## config.mk

```make
export PLATFORM = sky130hd
export DESIGN_NAME = mis_cell
export DESIGN_NICKNAME = d
export VERILOG_FILES = /design/src/rtl/merge_insertion_sorter_defines.svh /design/src/rtl/mis_pkg.sv /design/src/rtl/mis_cell.sv
export SDC_FILE = /design/constraint.sdc
export NUM_CORES = 1
export LEC_CHECK = 0
export ABC_AREA = 0
export ABC_CLOCK_PERIOD_IN_PS = 3500
export BUFFER_PORTS_ARGS = -buffer_cell sky130_fd_sc_hd__buf_2
export CAP_MARGIN = 5
export CORE_MARGIN = 5
export CORE_UTILIZATION = 47
export CTS_BUF_LIST = sky130_fd_sc_hd__clkbuf_8
export DETAILED_ROUTE_END_ITERATION = 12
export GPL_ROUTABILITY_DRIVEN = 0
export PLACE_DENSITY = 0.81
export SLEW_MARGIN = 20
export SYNTH_ARGS = -nofsm -noshare
export SYNTH_HDL_FRONTEND = slang
export SYNTH_SLANG_ARGS = --single-unit
export TNS_END_PERCENT = 100
```

## constraint.sdc

```tcl
create_clock -name clk -period 3.5 [get_ports clk]
set_input_delay 0.35 -clock clk [delete_from_list [all_inputs] [get_ports clk]]
set_output_delay 0.35 -clock clk [all_outputs]
set_load 0.005 [all_outputs]
```

## src/rtl/merge_insertion_sorter_defines.svh

```systemverilog
// ----------------------------------------------------------------------------
// Merge-insertion sorter assertion macros
// Shared concurrent assertion forms, clocked on clk, disabled in reset.
// ----------------------------------------------------------------------------
`ifndef MERGE_INSERTION_SORTER_DEFINES_SVH
`define MERGE_INSERTION_SORTER_DEFINES_SVH

// Condition holds at every clock edge out of reset.
`define MIS_ASSERT_ALWAYS(lbl, cond, msg) \
    lbl: assert property (@(posedge clk) disable iff (!rst_n) (cond)) else $error(msg);

// Antecedent at one edge implies consequent at the next edge.
`define MIS_ASSERT_NEXT(lbl, ante, cons, msg) \
    lbl: assert property (@(posedge clk) disable iff (!rst_n) (ante) |=> (cons)) \
        else $error(msg);

`endif

```

## src/rtl/mis_pkg.sv

```systemverilog
// ----------------------------------------------------------------------------
// Merge-insertion sorter package
// Shared widths and the control word broadcast along the cell row.
// ----------------------------------------------------------------------------
package mis_pkg;

    localparam int VALUE_W = 31;

    typedef logic [VALUE_W-1:0] value_t;

    // Row-wide command for one cycle; at most one bit is set.
    typedef struct packed {
        logic ins;   // insert the broadcast value in order
        logic shl;   // shift the row one place toward cell 0
    } row_ctrl_t;

endpackage

```

## src/rtl/mis_cell.sv

```systemverilog
// ----------------------------------------------------------------------------
// Merge-insertion sorter cell
// One slot of the sorted row: compares against the broadcast value and
// takes its own value, its left or right neighbor's value, or the broadcast value.
// ----------------------------------------------------------------------------
module mis_cell #(
    parameter int IDX = 0,
    parameter int CW  = 7
) (
    input  logic               clk,
    input  mis_pkg::row_ctrl_t ctrl,
    input  logic [CW-1:0]      count,
    input  mis_pkg::value_t    ins_value,
    input  logic               left_gt,
    input  mis_pkg::value_t    left_value,
    input  mis_pkg::value_t    right_value,
    output mis_pkg::value_t    value,
    output logic               gt
);

    mis_pkg::value_t value_reg;
    mis_pkg::value_t value_next;
    logic            empty;

    // Unoccupied slots act as +infinity so the new value lands at the end.
    assign empty = (CW'(IDX) >= count);
    assign gt    = empty || (value_reg > ins_value);
    assign value = value_reg;

    always_comb
    begin
        value_next = value_reg;
        if (ctrl.ins && gt)
        begin
            value_next = left_gt ? left_value : ins_value;
        end
        else if (ctrl.shl)
        begin
            value_next = right_value;
        end
    end

    always_ff @(posedge clk)
    begin
        value_reg <= value_next;
    end

endmodule

```

=== Word-level counts from Yosys, hierarchy flattened ===
Cells that the tools add are included.

* Flip-flop bits (word level): 31
* Input bits: 104
* Output and inout port bits: 32
* Logic and storage cells: 9

* Magnitude comparators: 2
* Muxes and demuxes: 3
* Reductions and logical operators: 3

{| class="wikitable"
|+ Operator list
! kind !! count
|-
| $mux 31 || 3
|-
| $gt 31x31->1 || 1
|-
| $ge 1x7->1 const A || 1
|-
| $reduce_bool 2->1 || 1
|-
| $logic_and 1x1->1 || 1
|-
| $logic_or 1x1->1 || 1
|}

=== Depth between registers and ports, before layout ===
Gate-level depths: netlist of the first run.

* Depth after elaboration: 4
* Mapped depth: 9
* Depth with buffers taken out: 8

=== Worst setup path before layout of the first run ===
OpenSTA, ideal clock, no wires.

* Path type: register to register
* From: register value_reg[29], in the netlist value[29]
* To: register value_reg[0], in the netlist value[0] (enable)
* Setup time: 389 ps
* Arrival: 2474 ps
* Data required time: 3111 ps
* Path slack: 636 ps
* Cell stages (with the launch flop): 8
* Buffers on the path: 1
* Clock period less this slack: 2864 ps
* Cell sequence: edfxtp_1 > ha_1 > nand4_1 > nor4_1 > a21boi_2 > o31a_4 > buf_12 > or2_1

* Cells in the longest elaborated chain, start to end: 4

{| class="wikitable"
|+ RTL lines
! what !! RTL line !! RTL
|-
| start: declaration || mis_cell.sv:21 || <nowiki>mis_pkg::value_t value_reg;</nowiki>
|-
| start signal: assignment || mis_cell.sv:45 || <nowiki>value_reg <= value_next;</nowiki>
|-
| $gt 31x31->1 || mis_cell.sv:27 || <nowiki>assign gt = empty || (value_reg > ins_value);</nowiki>
|-
| $logic_or 1x1->1 || mis_cell.sv:27 ||
|-
| $logic_and 1x1->1 || mis_cell.sv:33 || <nowiki>if (ctrl.ins && gt)</nowiki>
|-
| $reduce_bool 2->1 (no source line) || -- ||
|}

No other way between the ends.
A chain may end at the register's enable or synchronous reset.

=== Worst setup path after layout of the first run ===
* From: register value_reg[26], in the netlist value[26]
* To: register value_reg[23], in the netlist value[23] (data pin)

* Cells in the longest elaborated chain, start to end: 4

{| class="wikitable"
|+ RTL lines
! what !! RTL line !! RTL
|-
| $gt 31x31->1 || mis_cell.sv:27 ||
|-
| $logic_or 1x1->1 || mis_cell.sv:27 ||
|-
| $logic_and 1x1->1 || mis_cell.sv:33 ||
|-
| $mux 31 || mis_cell.sv:33 ||
|-
| net value_next[23] || mis_cell.sv:22 || <nowiki>mis_pkg::value_t value_next;</nowiki>
|}

The timed path passes the listed nets, and every way through them passes these cells.

==> summary.md, run 1 <==
| Metric | Value |
|---|---|
| CTS Root Cell | sky130_fd_sc_hd__clkbuf_8 |
| Routed Antenna Nets | 0 |
| Clock tree from TritonCTS | done |
| CTS sink count | 31 |
| End of the worst register-to-register path | value[23] |
| Reg clk slew, reported paths | 70 ps |
| Total power density per cell area | between 300 and 400 mW/mm^2 |
| Number of buffers inserted by port buffering | around 140 |
| Summed instance area of the synthesized netlist | 0.00261 mm^2 |
| Number of distinct library cells after synthesis | 30 |
| RSZ-0062 raised after global routing | no |
| Horizontal die dimension | approximately 85 um |
| Run status | completed |
| Hold path cells | 2 |
| Share of total power in the clock network | 0.223 |
| Total of max-cap violations | 0 |
| Via count normalized by instance count | approximately 5.0 |
| FFs w/ async S/R, synth | 0 |
| Number of antenna violations at the first check in global routing | 0 |
| Max-slew headroom | 0.395 |
| Maximum fanout along the worst path | 23 |
| Kind of capture point of the worst setup path | flip-flop |
| Relative contribution of combinational cells to total power | 0.351 |
| Area Overhead vs Synth | 30.3% |
| Total global-route track usage | 0.179 |
| Final-report setup violation count | 0 |
| Average routed wire per standard cell | approximately 14 um |
| Leakage Power | between 1.5 and 2 nW |
| Clock buffer count from CTS | 5 |
| Required time at the endpoint of the critical path | between 3000 and 4000 ps |
| Net switching power figure | 0.350 mW |
| Net count of the mapped netlist | ~390 |
| Maximum number of pins on one net before global-route repair | between 60 and 70 |
| Least-Margin Pin Slew | 907 ps |
| Drt initial violations | 78 |
| Total congestion overflow | 0 |
| Share of the yosys chip area belonging to registers | 0.357 |
| CTS Hold Buffers Added | 0 |
| Depth of the CTS H-tree | 2 |
| Placed wire-length estimate after detailed placement | 5.44 mm |
| Die Y | ~85 um |
| Gates resized, CTS repair | 0 |
| Multi-input combinational cell area | 0.00148 mm^2 |
| Pint | about 0.83 mW |
| Effective utilization at floorplan | 0.480 |
| Buffer levels on the longest clock path | 2 |
| Reg-to-reg slack, setup | between 600 and 700 ps |
| FF+latch count, synth | 31 |
| Setup fix buffers added after clock tree synthesis | 0 |
| Endpoint, Worst Hold | value[4] |
| First-pass GRT wire length | approximately 10 mm |
| Number of flip-flops under the largest register name | 31 |
| Arrival time worst endpoint | 2910 ps |
| Top flip-flop cell by instance count after synthesis | sky130_fd_sc_hd__edfxtp_1 |
| Critical path class | reg2reg |
| Number of cells produced by synthesis | approximately 250 |
| Count of inserted antenna diode cells | 0 |
| DRC viols | 0 |
| Area enclosed by the die boundary | just over 0.007 mm^2 |
| Peak clock frequency supported by timing | around 0.35 GHz |
| Count of nets after finishing | approximately 520 |
| Worst Setup Start Kind | flip-flop |
| Worst hold start | right_value[4] |
| Worst Skew | approximately 9 ps |
| Clock period minus final worst setup slack | ~2900 ps |
| Hold Fails Final Rpt | 0 |
| Reg-to-reg startpoint | value[26] |
| Total via count in the routed design | 2,318 |
| First drt pass iteration count | 4 |
| Cell row count | 27 |
| Fraction of layout instances using a drive strength above 1 | 0.470 |
| Ratio of final minimum period to clock period | 0.822 |
| Number of global-route vias before repair | roughly 2,300 |
| Number of pins with negative max-slew slack in the final report | 0 |
| Critical-path cell list | ha_1 -> nand4_1 -> nor4_1 -> a21boi_2 -> o31a_4 -> buf_4 -> mux2_4 |
| Final core utilization | 0.625 |
| Sequential cell area in the final layout | roughly 930 um^2 |
| Setup TNS | 0 ps |
| Clock network latency to the later pin of the worst-skew pair | roughly 290 ps |
| Sequential share of power | 0.426 |
| Fraction of power spent switching nets | 0.296 |
| Synth warn | 0 |
| Number of cells traversed by the worst register-to-register path | 7 |
| Count of flip-flops with a built-in enable after synthesis | 31 |
| Peak supply drop | between 0.15 and 0.2 mV |
| Core outline area | ~0.0054 mm^2 |
| Final wirelength | ~6.6 mm |
| Boundary pin count | between 100 and 150 |
| Mean cell area of the mapped netlist | approximately 10 um^2 |
| Max stage delay cell, worst path | sky130_fd_sc_hd__nor4_1 |
| Worst hold-check path type | in2reg |
| Critical path's largest stage delay | approximately 450 ps |
| Fill cell total of the finished layout | approximately 470 |
-- routing by layer --
layer	GRT usage	part of all wire	up-vias
li1	-	-	1177
met1	0.212	0.41	1042
met2	0.314	0.50	88
met3	0.0461	0.069	11
met4	0.0604	0.020	0
met5	0	0	-
-- layout make-up --
| class | count | area share |
|---|---|---|
| clock buffer | 5 | 0.0202 |
| clock inverter | 3 | 0.00368 |
| inverter | 31 | 0.0342 |
| multi-input combinational | 180 | 0.434 |
| sequential | 31 | 0.274 |
| tap | 72 | 0.0265 |
| timing repair buffer | 139 | 0.208 |
-- worst max-delay path: cells and delay by family (launching register included) --
family,cells,cell delay (ps)
DFF,1,400
adders and majority gates,1,340
and+or+nand+nor,2,630
buffers and inverters,1,260
AOI/OAI and AO/OA,2,670
muxes,1,310
-- kinds of logic (layout without fill, tap and decap cells) --
kind of cell	Yosys count	in the layout	share of synthesized area
flops	31	31	0.357
compound gates	55	55	0.121
fa+ha+maj	31	31	0.149
simple gates	62	62	0.116
buf+inv	41	178	0.0777
mux	32	32	0.180
-- stage by stage --
step / hold slack [ps] / power [mW] / cell area (um^2) / std cells / setup slack (ps)
6_report: 360 / 1.18 / 3400 / 461 / 624
5_1_grt: 351 / 1.26 / 3400 / 461 / 417
4_1_cts: 355 / 1.19 / 3400 / 461 / 585
3_5_place_dp: 653 / 0.927 / 3320 / 453 / 546
3_3_place_gp: 652 / 0.913 / 3320 / 453 / 614
2_1_floorplan: 568 / 0.777 / 2610 / 252 / 636
-- worst max path at each step --
stage | from | to | slack [ps]
3_3_place_gp | ins_value[26] | value[29] | 610
6_report | value[26] | value[23] | 620
2_1_floorplan | value[29] | value[0] | 640
5_1_grt | value[26] | value[25] | 420
3_5_place_dp | ins_value[26] | value[23] | 550
4_1_cts | value[26] | value[23] | 580
-- power by group through the flow --
stage	sequential (mW)	clock [mW]	combinational (mW)
6_report	0.502	0.263	0.414
5_1_grt	0.508	0.287	0.465
4_1_cts	0.503	0.271	0.420
3_5_place_dp	0.509	0	0.418
3_3_place_gp	0.509	0	0.404
2_1_floorplan	0.512	0	0.265
-- layout by cell type, fill, tap and decap left out, types with 2 or more instances in the layout --
cell                       netlist  routed
sky130_fd_sc_hd__buf_2           0     135
sky130_fd_sc_hd__nand2_1        38      38
sky130_fd_sc_hd__o21ai_0        35      35
sky130_fd_sc_hd__inv_1          31      33
sky130_fd_sc_hd__ha_1           31      31
sky130_fd_sc_hd__edfxtp_1       31      31
sky130_fd_sc_hd__mux2_4         29      29
sky130_fd_sc_hd__a21oi_1        12      12
sky130_fd_sc_hd__nand4_1         6       6
sky130_fd_sc_hd__nand3_1         5       5
sky130_fd_sc_hd__clkbuf_8        0       5
sky130_fd_sc_hd__buf_4           0       4
sky130_fd_sc_hd__nor2_1          3       3
sky130_fd_sc_hd__mux2_2          3       3
sky130_fd_sc_hd__nor3_1          2       2
-- cell usage after synthesis (5+ instances only) --
cell type	instances	area, um^2
sky130_fd_sc_hd__inv_1	31	116
sky130_fd_sc_hd__nand2_1	38	143
sky130_fd_sc_hd__o21ai_0	35	175
sky130_fd_sc_hd__nand3_1	5	25.0
sky130_fd_sc_hd__nand4_1	6	37.5
sky130_fd_sc_hd__ha_1	31	388
sky130_fd_sc_hd__a21oi_1	12	60.1
sky130_fd_sc_hd__clkbuf_1	7	26.3
sky130_fd_sc_hd__mux2_4	29	435
sky130_fd_sc_hd__edfxtp_1	31	931
Power figures use the tool's default switching activity.
==> run 2, diff against run 1 <==
ABC_CLOCK_PERIOD_IN_PS = 2400   (was 3500)
CORE_UTILIZATION = 43   (was 47)
PLACE_DENSITY = 0.78   (was 0.81)
clock period = 2.4 ns   (was 3.5 ns; I/O delays follow)
==> summary.md, run 2 (synthesized netlist as in run 1, its figures left out) <==
| Metric | Value |
|---|---|
| Run status | finished with violations (was completed) |
| Failing checks | negative setup slack |
| Total of max-cap violations | 0 (unchanged) |
| Critical path's largest stage delay | 410 ps (was 450 ps) |
| Effective utilization at floorplan | 0.441 (was 0.480) |
| Most common cell after layout, fill and taps aside | sky130_fd_sc_hd__buf_2 (unchanged) |
| Sequential cell area in the final layout | 931 um^2 (unchanged) |
| Worst hold-check path type | in2reg (unchanged) |
| Total power density per cell area | 492 mW/mm^2 (was 347 mW/mm^2) |
| Largest delay contributor family on the critical path | compound AO/OA/AOI/OAI gates (unchanged) |
| Clock period minus final worst setup slack | 2520 ps (was 2880 ps) |
| Number of antenna violations at the first check in global routing | 0 (unchanged) |
| Total via count in the routed design | 2,417 (was 2,318) |
| Drt initial violations | 38 (was 78) |
| Count of nets after finishing | 552 (was 523) |
| Number of pins with negative max-slew slack in the final report | 0 (unchanged) |
| Placed Instances | 477 (was 453) |
| Max stage delay cell, worst path | sky130_fd_sc_hd__edfxtp_1 (was sky130_fd_sc_hd__nor4_1) |
| Worst Setup Start Kind | flip-flop (unchanged) |
| Boundary pin count | 136 (unchanged) |
| Leakage Power | 1.91 nW (was 1.75 nW) |
| Buffer levels on the longest clock path | 2 (unchanged) |
| Max-slew headroom | 0.741 (was 0.395) |
| CTS sink count | 31 (unchanged) |
| Clock network latency to the later pin of the worst-skew pair | 280 ps (was 290 ps) |
| Multi-input combinational cell area | 0.00166 mm^2 (was 0.00148 mm^2) |
| Total congestion overflow | 0 (unchanged) |
| Cell Count, Final, Fillers Out | 493 (was 461) |
| Number of global-route vias before repair | 2,567 (was 2,314) |
| Post-placement setup slack | -145 ps (was 546 ps) |
| Depth of the CTS H-tree | 2 (unchanged) |
| Most frequent cells in the layout | sky130_fd_sc_hd__buf_2 (135), sky130_fd_sc_hd__nand2_1 (38), sky130_fd_sc_hd__o21ai_0 (35) (unchanged) |
| Final design instance area without fill | 0.00385 mm^2 (was 0.00340 mm^2) |
| CTS Hold Buffers Added | 0 (unchanged) |
| First drt pass iteration count | 4 (unchanged) |
| Number of flip-flops under the largest register name | 31 (unchanged) |
| Routed Antenna Nets | 0 (unchanged) |
| Maximum fanout along the worst path | 10 (was 23) |
| Horizontal die dimension | 87.9 um (was 84.5 um) |
| Peak supply drop | 0.334 mV (was 0.176 mV) |
| Area enclosed by the die boundary | 0.00772 mm^2 (was 0.00714 mm^2) |
| Maximum number of pins on one net before global-route repair | 38 (was 62) |
| Arrival time worst endpoint | 2540 ps (was 2910 ps) |
| Minimum hold slack | 260 ps (was 360 ps) |
| Ratio of final minimum period to clock period | 1.05 (was 0.822) |
| Reg clk slew, reported paths | 70 ps (about the same) |
| Final wirelength | 7.39 mm (was 6.55 mm) |
| Final Total Pwr | 1.90 mW (was 1.18 mW) |
| DRC viols | 0 (unchanged) |
| Die Y | 87.9 um (was 84.5 um) |
| Required time at the endpoint of the critical path | 2420 ps (was 3530 ps) |
| Final core utilization | 0.650 (was 0.625) |
| CTS Root Cell | sky130_fd_sc_hd__clkbuf_8 (unchanged) |
| Total global-route track usage | 0.184 (was 0.179) |
| Average routed wire per standard cell | 15.0 um (was 14.2 um) |
| Core outline area | 0.00592 mm^2 (was 0.00544 mm^2) |
| Fraction of layout instances using a drive strength above 1 | 0.550 (was 0.470) |
| Count of buffer and inverter cells on the critical path | 1 (unchanged) |
| Peak clock frequency supported by timing | 0.397 GHz (was 0.348 GHz) |
| Count of inserted antenna diode cells | 0 (unchanged) |
| Critical path class | reg2reg (unchanged) |
| Clock tree from TritonCTS | done (unchanged) |
| First-pass GRT wire length | 11.2 mm (was 10.5 mm) |
| Kind of capture point of the worst setup path | flip-flop (unchanged) |
| Fill cell total of the finished layout | 498 (was 469) |
| Slack of the critical path | -120 ps (was 624 ps) |
| Area Overhead vs Synth | 47.6% (was 30.3%) |
| Placed wire-length estimate after detailed placement | 5.86 mm (was 5.44 mm) |
| Setup TNS | -3630 ps (was 0 ps) |
| Clock buffer count from CTS | 5 (unchanged) |
| Least-Margin Pin Slew | 384 ps (was 907 ps) |
| RSZ-0062 raised after global routing | yes (was no) |
| Critical-path cell list | ha_1 -> o21ai_0 -> nor2_1 -> o31ai_2 -> a21boi_4 -> o31a_4 -> buf_12 -> mux2_4 (was ha_1 -> nand4_1 -> nor4_1 -> a21boi_2 -> o31a_4 -> buf_4 -> mux2_4) |
| Hold Fails Final Rpt | 0 (unchanged) |
| Number of buffers inserted by port buffering | 135 (unchanged) |
| Cell row count | 28 (was 27) |
| Via count normalized by instance count | 4.90 (was 5.03) |
| Final-report setup violation count | 47 (was 0) |
| Worst Skew | 7.12 ps (was 8.96 ps) |
| Post-DP Area | 0.00356 mm^2 (was 0.00332 mm^2) |
-- run 2: path summary, 6_finish.rpt --
| check | from | to | slack (ps) | depth (start not counted) |
|---|---|---|---|---|
| worst max-delay path | value[5] | value[11] | -120 | 8 |
| worst min-delay path | right_value[22] | value[22] | 260 | 2 |
| worst max register to register | value[5] | value[11] | -120 | 8 |
| worst min register to register | value[30] | value[28] | 1280 | 6 |
-- run 2: layer usage --
metal	up-vias	track usage	wire length, um
li1	1229	-	-
met1	1095	0.212	3000
met2	87	0.337	3730
met3	6	0.0593	602
met4	0	0.0307	53
met5	-	0	0
-- run 2: report_power, final --
| part | internal (mW) | total, mW | leakage [nW] | switching, mW |
|---|---|---|---|---|
| clock network | 0.193 | 0.382 | 0.0444 | 0.189 |
| logic | 0.443 | 0.776 | 1.56 | 0.332 |
| registers | 0.693 | 0.739 | 0.310 | 0.0465 |
-- run 2: area by class of cell --
cell class,instances,area share
clock buffers,5,0.0179
clock inverters,3,0.00292
inverters,31,0.0302
multi-input cells,181,0.431
flip-flops and latches,31,0.242
well taps,75,0.0244
repair buffers,167,0.252
-- run 2: repair_timing --
action | in CTS | in global routing
pin swaps | 9 | 11
endpoints found under the setup margin | 63 | 63
buffers inserted | 3 | 3
gates cloned | 1 | 1
resized for setup | 6 | 12
==> run 3, diff against run 2 <==
ABC_CLOCK_PERIOD_IN_PS = 2100   (was 2400)
clock period = 2.1 ns   (was 2.4 ns; I/O delays follow)
==> summary.md, run 3 (synthesized netlist as in run 1, its figures left out) <==
| Metric | Value |
|---|---|
| Sequential cell area in the final layout | 931 um^2 (unchanged) |
| Cell row count | 28 (unchanged) |
| Required time at the endpoint of the critical path | 2130 ps (was 2420 ps) |
| Worst hold-check path type | in2reg (unchanged) |
| Max-slew headroom | 0.745 (was 0.741) |
| Placed wire-length estimate after detailed placement | 5.87 mm (was 5.86 mm) |
| Number of global-route vias before repair | 2,697 (was 2,567) |
| Number of flip-flops under the largest register name | 31 (unchanged) |
| First-pass GRT wire length | 12.1 mm (was 11.2 mm) |
| Reg clk slew, reported paths | 70 ps (about the same) |
| CTS Hold Buffers Added | 0 (unchanged) |
| Core outline area | 0.00592 mm^2 (unchanged) |
| Least-Margin Pin Slew | 382 ps (was 384 ps) |
| Peak clock frequency supported by timing | 0.397 GHz (about the same) |
| Count of inserted antenna diode cells | 0 (unchanged) |
| Final design instance area without fill | 0.00392 mm^2 (was 0.00385 mm^2) |
| Clock tree from TritonCTS | done (unchanged) |
| Ratio of final minimum period to clock period | 1.20 (was 1.05) |
| Drt initial violations | 61 (was 38) |
| Cell Count, Final, Fillers Out | 508 (was 493) |
| Multi-input combinational cell area | 0.00165 mm^2 (was 0.00166 mm^2) |
| Peak supply drop | 0.334 mV (about the same) |
| Number of antenna violations at the first check in global routing | 0 (unchanged) |
| CTS Root Cell | sky130_fd_sc_hd__clkbuf_8 (unchanged) |
| Depth of the CTS H-tree | 2 (unchanged) |
| RSZ-0062 raised after global routing | yes (unchanged) |
| Post-placement setup slack | -468 ps (was -145 ps) |
| Via count normalized by instance count | 4.94 (was 4.90) |
| Worst Skew | 7.10 ps (was 7.12 ps) |
| Leakage Power | 1.99 nW (was 1.91 nW) |
| Effective utilization at floorplan | 0.441 (unchanged) |
| Area Overhead vs Synth | 50.3% (was 47.6%) |
| DRC viols | 0 (unchanged) |
| Kind of capture point of the worst setup path | flip-flop (unchanged) |
| Setup TNS | -24,440 ps (was -3630 ps) |
| Most common cell after layout, fill and taps aside | sky130_fd_sc_hd__buf_2 (unchanged) |
| Final-report setup violation count | 63 (was 47) |
| Number of pins with negative max-slew slack in the final report | 0 (unchanged) |
| Horizontal die dimension | 87.9 um (unchanged) |
| Reg-to-reg slack, setup | -420 ps (was -120 ps) |
| Final Total Pwr | 2.21 mW (was 1.90 mW) |
| Clock network latency to the later pin of the worst-skew pair | 280 ps (about the same) |
| Clock buffer count from CTS | 5 (unchanged) |
| Total power density per cell area | 565 mW/mm^2 (was 492 mW/mm^2) |
| Count of nets after finishing | 567 (was 552) |
| Area enclosed by the die boundary | 0.00772 mm^2 (unchanged) |
| Total via count in the routed design | 2,512 (was 2,417) |
| Final wirelength | 7.55 mm (was 7.39 mm) |
| Total of max-cap violations | 0 (unchanged) |
| Slack of the critical path | -417 ps (was -120 ps) |
| CTS sink count | 31 (unchanged) |
| Most frequent cells in the layout | sky130_fd_sc_hd__buf_2 (135), sky130_fd_sc_hd__buf_4 (41), sky130_fd_sc_hd__nand2_1 (38) (was sky130_fd_sc_hd__buf_2 (135), sky130_fd_sc_hd__nand2_1 (38), sky130_fd_sc_hd__o21ai_0 (35)) |
| Total congestion overflow | 0 (unchanged) |
| Routed Antenna Nets | 0 (unchanged) |
| Fill cell total of the finished layout | 493 (was 498) |
| Arrival time worst endpoint | 2550 ps (was 2540 ps) |
| Critical path class | reg2reg (unchanged) |
| Post-DP Area | 0.00359 mm^2 (was 0.00356 mm^2) |
| Average routed wire per standard cell | 14.9 um (was 15.0 um) |
| Maximum number of pins on one net before global-route repair | 23 (was 38) |
| Worst Setup Start Kind | flip-flop (unchanged) |
| Die Y | 87.9 um (unchanged) |
| Total global-route track usage | 0.200 (was 0.184) |
| Maximum fanout along the worst path | 9 (was 10) |
| Run status | finished with violations (unchanged) |
| Buffer levels on the longest clock path | 2 (unchanged) |
| Fraction of layout instances using a drive strength above 1 | 0.559 (was 0.550) |
| Clock period minus final worst setup slack | 2520 ps (about the same) |
| Hold Fails Final Rpt | 0 (unchanged) |
| Number of buffers inserted by port buffering | 135 (unchanged) |
| Failing checks | negative setup slack (unchanged) |
| First drt pass iteration count | 4 (unchanged) |
| Boundary pin count | 136 (unchanged) |
| Placed Instances | 486 (was 477) |
## run 3: final cells by class
cell class / instances / share of cell area
clock inverter: 3 / 0.00319
tap: 75 / 0.0239
timing repair buffer: 180 / 0.267
clock buffer: 5 / 0.0175
inverter: 31 / 0.0297
multi-input combinational: 183 / 0.422
sequential: 31 / 0.237
## run 3: worst paths after layout
path / startpoint / end / cells after the start
hold reg to reg: value[30] / value[30] / 6
hold / removal: right_value[25] / value[25] / 2
setup / recovery: value[23] / value[17] / 8
setup reg to reg: value[23] / value[17] / 8
## run 3: metrics by stage
step                hold slack [ps]  utilization
finish                          221        0.662
global route                    208        0.662
CTS                             212        0.637
detailed placement              515        0.607
global placement                512        0.607
floorplan                       428            -
## run 3: power by group
part / internal, mW / switching [mW] / total, mW
logic: 0.531 / 0.383 / 0.914
registers: 0.791 / 0.0550 / 0.846
clock network: 0.223 / 0.230 / 0.453
## run 3: per-layer routing
metal  up-vias  share of wire  global-route usage
met4         0          0.024              0.0739
li1       1269              -                   -
met2        91           0.50               0.358
met1      1133           0.40               0.233
met3        19          0.076              0.0442
met5         -              0                   0
## run 3: worst max-delay path, cell delays in order (launching register included)
cell and delay (ps):
sky130_fd_sc_hd__edfxtp_1 420, sky130_fd_sc_hd__ha_1 320, sky130_fd_sc_hd__nand4_1 180, sky130_fd_sc_hd__nor2_1 90, sky130_fd_sc_hd__a221oi_2 250, sky130_fd_sc_hd__nand3_2 130
sky130_fd_sc_hd__o31a_4 410, sky130_fd_sc_hd__buf_12 170, sky130_fd_sc_hd__mux2_4 300
## run 3: timing repair
| action | 4_1_cts | 5_1_grt |
|---|---|---|
| gates cloned | 3 | 0 |
| setup buffers | 4 | 7 |
| setup endpoints to repair | 63 | 63 |
| pin swaps | 7 | 15 |
| resized for setup | 9 | 13 |
